## src/sv/aiod_pkg.sv

```systemverilog
// Shared types, address constants and the protection byte table for the
// arcade I/O decoder. No dependencies.
`default_nettype none

package aiod_pkg;

	localparam int TILE_AW = 10;
	localparam int TILE_DEPTH = 1 << TILE_AW;

	localparam logic [15:0] ADDR_TILE_BASE = 16'h8000;
	localparam logic [15:0] ADDR_TILE_MASK = 16'hFC00;
	localparam logic [15:0] ADDR_BANK      = 16'h8400;
	localparam logic [15:0] ADDR_SND_DATA  = 16'h8C00;
	localparam logic [15:0] ADDR_SND_SEL   = 16'h8C01;
	localparam logic [15:0] ADDR_DIP_IRQ   = 16'h8D00;
	localparam logic [15:0] ADDR_PORT_A    = 16'h8D40;
	localparam logic [15:0] ADDR_PORT_B    = 16'h8D80;
	localparam logic [15:0] ADDR_PORT_C    = 16'h8DC0;
	localparam logic [15:0] ADDR_FLIP      = 16'h8DC0;
	localparam logic [7:0]  GUARD_PAGE     = 8'h08;
	localparam logic [15:0] GUARD_PC       = 16'h53D7;

	typedef enum logic [1:0] {
		FUNC_READ  = 2'd0,
		FUNC_WRITE = 2'd1,
		FUNC_FETCH = 2'd2
	} func_t;

	typedef enum logic [1:0] {
		SND_NONE   = 2'd0,
		SND_DATA   = 2'd1,
		SND_SELECT = 2'd2
	} sound_t;

	typedef struct packed {
		logic [7:0]  read_data;
		sound_t      sound_access;
		logic [7:0]  sound_value;
		logic        irq_clear;
		logic        flip_next;
		logic        bank_we;
		logic        ram_we;
		logic [15:0] ram_wdata;
		logic        fetch;
	} dec_t;

	function automatic logic [7:0] guard_byte(input logic [7:0] offset,
		input logic [15:0] pc);
		logic [7:0] b;
		case (offset)
			8'h08: b = 8'hB0;
			8'h26: b = (pc == GUARD_PC) ? 8'h06 : 8'hC6;
			8'h86: b = 8'h91;
			8'hAE: b = 8'h32;
			default: b = 8'h00;
		endcase
		return b;
	endfunction

endpackage

`default_nettype wire

```

## src/sv/aiod_decode.sv

```systemverilog
// Address decode for one bus word: read data, register and RAM writes,
// sound pass-through and interrupt acknowledge. Uses aiod_pkg.
`default_nettype none

module aiod_decode (
	input  wire logic [1:0]  func,
	input  wire logic [15:0] bus_address,
	input  wire logic [7:0]  write_data,
	input  wire logic [15:0] cpu_pc,
	input  wire logic [7:0]  port_a,
	input  wire logic [7:0]  port_b,
	input  wire logic [7:0]  port_c,
	input  wire logic [7:0]  dip,
	input  wire logic [7:0]  bank_hi,
	input  wire logic        flip,
	output aiod_pkg::dec_t   dec
);

	logic tile_win;
	logic guard_win;

	assign tile_win  = (bus_address & aiod_pkg::ADDR_TILE_MASK) == aiod_pkg::ADDR_TILE_BASE;
	assign guard_win = bus_address[15:8] == aiod_pkg::GUARD_PAGE;

	always_comb begin
		dec = '0;
		dec.sound_access = aiod_pkg::SND_NONE;
		dec.flip_next = flip;
		// bank low byte is always zero, so the sum is a concatenation
		dec.ram_wdata = {bank_hi, write_data};
		case (aiod_pkg::func_t'(func))
			aiod_pkg::FUNC_READ: begin
				if (guard_win)
					dec.read_data = aiod_pkg::guard_byte(bus_address[7:0], cpu_pc);
				else if (!tile_win) begin
					case (bus_address)
						aiod_pkg::ADDR_DIP_IRQ: dec.read_data = dip;
						aiod_pkg::ADDR_PORT_A:  dec.read_data = port_a;
						aiod_pkg::ADDR_PORT_B:  dec.read_data = port_b;
						aiod_pkg::ADDR_PORT_C:  dec.read_data = port_c;
						default:                dec.read_data = 8'h00;
					endcase
				end
			end
			aiod_pkg::FUNC_WRITE: begin
				if (tile_win)
					dec.ram_we = 1'b1;
				else begin
					case (bus_address)
						aiod_pkg::ADDR_BANK: dec.bank_we = 1'b1;
						aiod_pkg::ADDR_SND_DATA: begin
							dec.sound_access = aiod_pkg::SND_DATA;
							dec.sound_value  = write_data;
						end
						aiod_pkg::ADDR_SND_SEL: begin
							dec.sound_access = aiod_pkg::SND_SELECT;
							dec.sound_value  = write_data;
						end
						aiod_pkg::ADDR_DIP_IRQ: dec.irq_clear = 1'b1;
						aiod_pkg::ADDR_FLIP:    dec.flip_next = write_data[0];
						default: ;
					endcase
				end
			end
			aiod_pkg::FUNC_FETCH: dec.fetch = 1'b1;
			default: ;
		endcase
	end

endmodule

`default_nettype wire

```

## config.mk

```make
export PLATFORM = sky130hd
export DESIGN_NAME = aiod_decode
export DESIGN_NICKNAME = d
export VERILOG_FILES = /design/src/sv/aiod_pkg.sv /design/src/sv/aiod_decode.sv
export SDC_FILE = /design/constraint.sdc
export NUM_CORES = 1
export LEC_CHECK = 0
export BUFFER_PORTS_ARGS = -buffer_cell sky130_fd_sc_hd__clkbuf_2
export CAP_MARGIN = 25
export CELL_PAD_IN_SITES_DETAIL_PLACEMENT = 1
export CELL_PAD_IN_SITES_GLOBAL_PLACEMENT = 1
export CORE_AREA = 2 2 68 70
export DETAILED_ROUTE_END_ITERATION = 6
export DIE_AREA = 0 0 70 72
export MAX_ROUTING_LAYER = met4
export PLACE_DENSITY = 0.95
export SLEW_MARGIN = 0
export SYNTH_ARGS = -nofsm -noshare
export SYNTH_HDL_FRONTEND = slang
export SYNTH_SLANG_ARGS = --single-unit
```

## constraint.sdc

```tcl
create_clock -name vclk -period 3.5
set_input_delay 0.175 -clock vclk [all_inputs]
set_output_delay 0.175 -clock vclk [all_outputs]
set_load 0.02 [all_outputs]
```

==> results.md, run 1 <==
- Status: complete, no violations
- Register area: 0 um2
- Leakage: 0.662 nW
- Crit path capture type: output port
- Fraction of power consumed by combinational cells: 100.0%
- Ports: 122
- RePlAce Congestion: 0.822
- Synth top cells by count: buf_4 (17), and2_1 (10), nor2_1 (9)
- Post-CTS Resized: 0
- Max VDD drop: 18.0 uV
- Syn Nets: 189
- Crit path required time: 3.32 ns
- Total gr overflow: 0
- Multi-input gate area: 682 um2
- Die height: 72 um
- Power density cells: 80.9 nW/um2
- Crit path kind: primary input to output port
- Worst Path Max Fanout: 10
- Sequential cells: 0
- MaxCap Viol Count: 0
- Area of the mapped netlist: 841 um2
- First-pass GRT wire length: 5.36 mm
- Clock Buffer Count: 0
- Initial DRC Count: 18
- Synth Warn #: 0
- Drt drc: 0
- Fmax: 0.427 GHz
- Final Max Tran Viols: 0
- Final Hold Viols: 0
- Routed WL: 3.53 mm
- Vias in the first global route: 1218
- Number of port buffers: 106
- Vias per Instance: 4.72
- Clock power frac: 0%
- Number of setup buffers added after CTS: 0
- Final nets: 276
- Std-Cell Rows: 24
- Post-Synthesis Cells: 106
- DRT Pass-1 Iters: 4
- DP Area: 1290 um2
- Most frequent cell after synthesis: buf_4
- Final setup viols: 0
- Final critical-path share of the clock period: 66.9%
- Slew Limit Headroom: 65.3%
- Synth top area cells: mux4_2 (21%), buf_4 (15%), and2_1 (7.4%)
- Routed len/inst: 14.5 um
- Post-detail-place hpwl: 3.15 mm
- Post-route cell area: 1290 um2
- Detail Route Antenna Nets: 0
- Ant diodes: 0
- Worst EP arrival: 2.16 ns
- Largest net degree at the start of global routing: 19
- Post-layout minimum cycle time: 2.34 ns
- Total design power: 0.105 mW
- RSZ-0062 raised after global routing: false
- Worst min path class: primary input to output port
- Initial Util: 19.7%
- Hold_buf cts: 0
- Sequential share of power: 0%
- Die width: 70 um
- Sw power: 0.0470 mW
- Core area: 4260 um2
- Least-Margin Pin Slew: 0.515 ns
- Internal power: 0.0575 mW
- Post-synthesis cell type count: 39
- Sw frac: 45.0%
- Mean Syn Cell Area: 7.93 um2
- Area Growth Syn to Fin: 53.7%
- Final setup margin: 1.16 ns
- Critical Path Source Type: primary input
- Share of cells above drive strength 1: 61.3%
- Pre-CTS setup slack: 1.13 ns
- Initial antenna violation count: 0
- Gr usage total: 13.3%
- Area leader, netlist: mux4_2
- Post-synth top area share: 21.4%
- Die ar.: 5040 um2
- Fin Setup TNS: 0 ns
- Post-synthesis sequential area ratio: 0%
- # fillers: 561
- Routed vias: 1148
==> power groups by stage <==
stage | clock network [mW] | registers (mW) | logic, mW
after floorplan | 0 | 0 | 0.0656
after global placement | 0 | 0 | 0.102
after detailed placement | 0 | 0 | 0.106
after CTS | 0 | 0 | 0.106
after global routing | 0 | 0 | 0.115
final | 0 | 0 | 0.105
==> critical path, cell delays in order <==
cell and delay, ns:
clkbuf_2 0.12, or3_1 0.38, or4_1 0.76, nor3_4 0.23, mux2_1 0.34, clkbuf_2 0.16
==> logic make-up (layout without fill, tap and decap cells) <==
kind of cell | count (synthesis) | count (layout) | share of synthesized area, %
AOI/OAI and AO/OA | 10 | 10 | 8.48
xor gates and xnor gates | 1 | 1 | 1.04
muxes | 9 | 9 | 22.8
and+or+nand+nor | 61 | 61 | 48.8
buffers and inverters | 25 | 110 | 18.9
==> per-stage QoR <==
step / util, % / cells / hold slack [ns]
after detailed placement: 30.3 / 243 / 0.350
after global placement: 30.3 / 243 / 0.350
after CTS: 30.3 / 243 / 0.350
final: 30.3 / 243 / 0.350
after floorplan: - / 106 / 0.401
after global routing: 30.3 / 243 / 0.350
==> cells in the final DEF, fill, tap and decap left out, drive strengths merged, types with 2 or more instances in the layout <==
master   synthesis  layout
clkbuf           1     106
and2            10      10
nor2             9       9
mux4             8       8
nor2b            5       5
inv              4       4
nor4             4       4
nand3            3       3
nand2            3       3
nand4b           3       3
nor4b            3       3
o21a             3       3
nor3             3       3
nand4bb          2       2
or3              2       2
nand2b           2       2
and4b            2       2
nand4            2       2
nand3b           2       2
or4b             2       2
==> path summary, 6_finish.rpt <==
| check | startpoint | end | slack [ns] | depth (start not counted) |
|---|---|---|---|---|
| worst max-delay path | bus_address[0] | dec[19] | 1.16 | 6 |
| worst min-delay path | bank_hi[2] | dec[11] | 0.35 | 0 |
==> cell type report <==
type | count | area share [%]
multi-input combinational | 81 | 52.8
inverter | 4 | 1.16
timing repair buffer | 106 | 41.0
tap | 52 | 5.03
==> routing by layer <==
metal | wire length (um) | track usage [%]
met1 | 1320 | 15.0
met2 | 1970 | 25.9
met3 | 176 | 1.25
met4 | 64 | 1.92
met5 | 0 | -
No activity file was read; power rests on OpenSTA's default activity.
==> run 2, diff against run 1 <==
--- a/config.mk
+++ b/config.mk
@@ -9,11 +9,11 @@
 export CAP_MARGIN = 25
 export CELL_PAD_IN_SITES_DETAIL_PLACEMENT = 1
 export CELL_PAD_IN_SITES_GLOBAL_PLACEMENT = 1
-export CORE_AREA = 2 2 68 70
+export CORE_AREA = 2 2 70 72
 export DETAILED_ROUTE_END_ITERATION = 6
-export DIE_AREA = 0 0 70 72
+export DIE_AREA = 0 0 72 74
 export MAX_ROUTING_LAYER = met4
-export PLACE_DENSITY = 0.95
+export PLACE_DENSITY = 0.9
 export SLEW_MARGIN = 0
 export SYNTH_ARGS = -nofsm -noshare
 export SYNTH_HDL_FRONTEND = slang
==> constraint.sdc (replaced) <==
create_clock -name vclk -period 2.4
set_input_delay 0.12 -clock vclk [all_inputs]
set_output_delay 0.12 -clock vclk [all_outputs]
set_load 0.02 [all_outputs]
==> results.md, run 2 (synthesis gave the netlist of run 1 again) <==
- Most common cell after layout, fill and taps aside: clkbuf_2
- WL met3: 217 um
- Fraction of power consumed by combinational cells: 100.0%
- Std-Cell Rows: 25
- Core Util, Final: 28.7%
- Vias in the first global route: 1225
- Post-CTS Resized: 0
- Drt drc: 0
- Routed vias: 1175
- Worst Path Max Fanout: 10
- Total gr overflow: 0
- RSZ-0062 raised after global routing: false
- Initial DRC Count: 6
- Sequential cells: 0
- Fmax: 0.447 GHz
- Die width: 72 um
- Final Hold Viols: 0
- Clock power frac: 0%
- Ant diodes: 0
- Final setup margin: 0.164 ns
- Hold_buf cts: 0
- Leakage: 0.677 nW
- Ports: 122
- MaxCap Viol Count: 0
- Top Layer Used: met4
- Core area: 4600 um2
- Critical Path Source Type: primary input
- Area Growth Syn to Fin: 56.7%
- Final setup viols: 0
- Die height: 74 um
- M1 WL: 1.31 mm
- Die ar.: 5330 um2
- Final critical-path share of the clock period: 93.2%
- Initial Util: 18.3%
- Post-route cell area: 1320 um2
- RePlAce Congestion: 0.872
- Sequential share of power: 0%
- Met2 wire len: 2.11 mm
- Register area: 0 um2
- Crit path kind: primary input to output port
- Crit path capture type: output port
- Most frequent cells in the layout: clkbuf_2 (106), and2_1 (10), nor2_1 (9)
- Status: complete, no violations
- DRT Pass-1 Iters: 2
- Power density cells: 119 nW/um2
- First-pass GRT wire length: 5.60 mm
- Crit path required time: 2.28 ns
- DP Area: 1320 um2
- Slew Limit Headroom: 64.2%
- Sw frac: 44.9%
- Number of setup buffers added after CTS: 0
- Final nets: 279
- Clock Buffer Count: 0
- Vias per Instance: 4.74
- Max VDD drop: 41.3 uV
- Number of port buffers: 106
- Pre-CTS setup slack: 0.156 ns
- Final Max Tran Viols: 0
- Post-layout minimum cycle time: 2.24 ns
- Detail Route Antenna Nets: 0
- Sw power: 0.0707 mW
- Post-detail-place hpwl: 3.28 mm
- Internal power: 0.0867 mW
- Worst min path class: primary input to output port
- Fin Setup TNS: 0 ns
- Routed len/inst: 14.8 um
- Largest net degree at the start of global routing: 18
- Worst EP arrival: 2.12 ns
- Initial antenna violation count: 0
- Gr usage total: 13.4%
- Least-Margin Pin Slew: 0.536 ns
- Routed WL: 3.68 mm
- Share of cells above drive strength 1: 61.9%
run 2: cell count changes in the layout (fill, tap and decap cells not counted):
cell / change
buf_4: +3
run 2: final timing paths:
path            from  slack (ns)  endpoint  cells past startpoint
min       bank_hi[2]        0.24   dec[11]                      0
max   bus_address[0]        0.16   dec[19]                      6
run 2: layer usage:
metal,vias up,global-route usage [%]
met5,-,-
met4,0,1.89
met3,4,1.49
met2,50,26.5
met1,556,14.7
li1,565,-
run 2: cell type report:
class	instances	area [um2]
Fill cell	587	3280
Inverter	4	15.0
Tap cell	54	67.6
Timing Repair Buffer	109	553
Multi-Input combinational cell	81	682
run 2: power by group through the flow:
| stage | registers [mW] | clock network, mW | logic (mW) |
|---|---|---|---|
| floorplan | 0 | 0 | 0.0957 |
| global placement | 0 | 0 | 0.153 |
| finish | 0 | 0 | 0.157 |
| detailed placement | 0 | 0 | 0.160 |
| CTS | 0 | 0 | 0.160 |
| global route | 0 | 0 | 0.173 |
run 2: metrics by stage:
| step | power (mW) | hold slack (ns) | instances |
|---|---|---|---|
| detailed placement | 0.160 | 0.240 | 248 |
| finish | 0.157 | 0.240 | 248 |
| global route | 0.173 | 0.240 | 248 |
| CTS | 0.160 | 0.240 | 248 |
| global placement | 0.153 | 0.240 | 248 |
| floorplan | 0.0957 | 0.291 | 106 |
run 2: critical path, stage by stage:
cell	delay (ns)
clkbuf_2	0.11
or3_1	0.38
or4_1	0.76
nor3_4	0.24
mux2_1	0.33
clkbuf_2	0.16
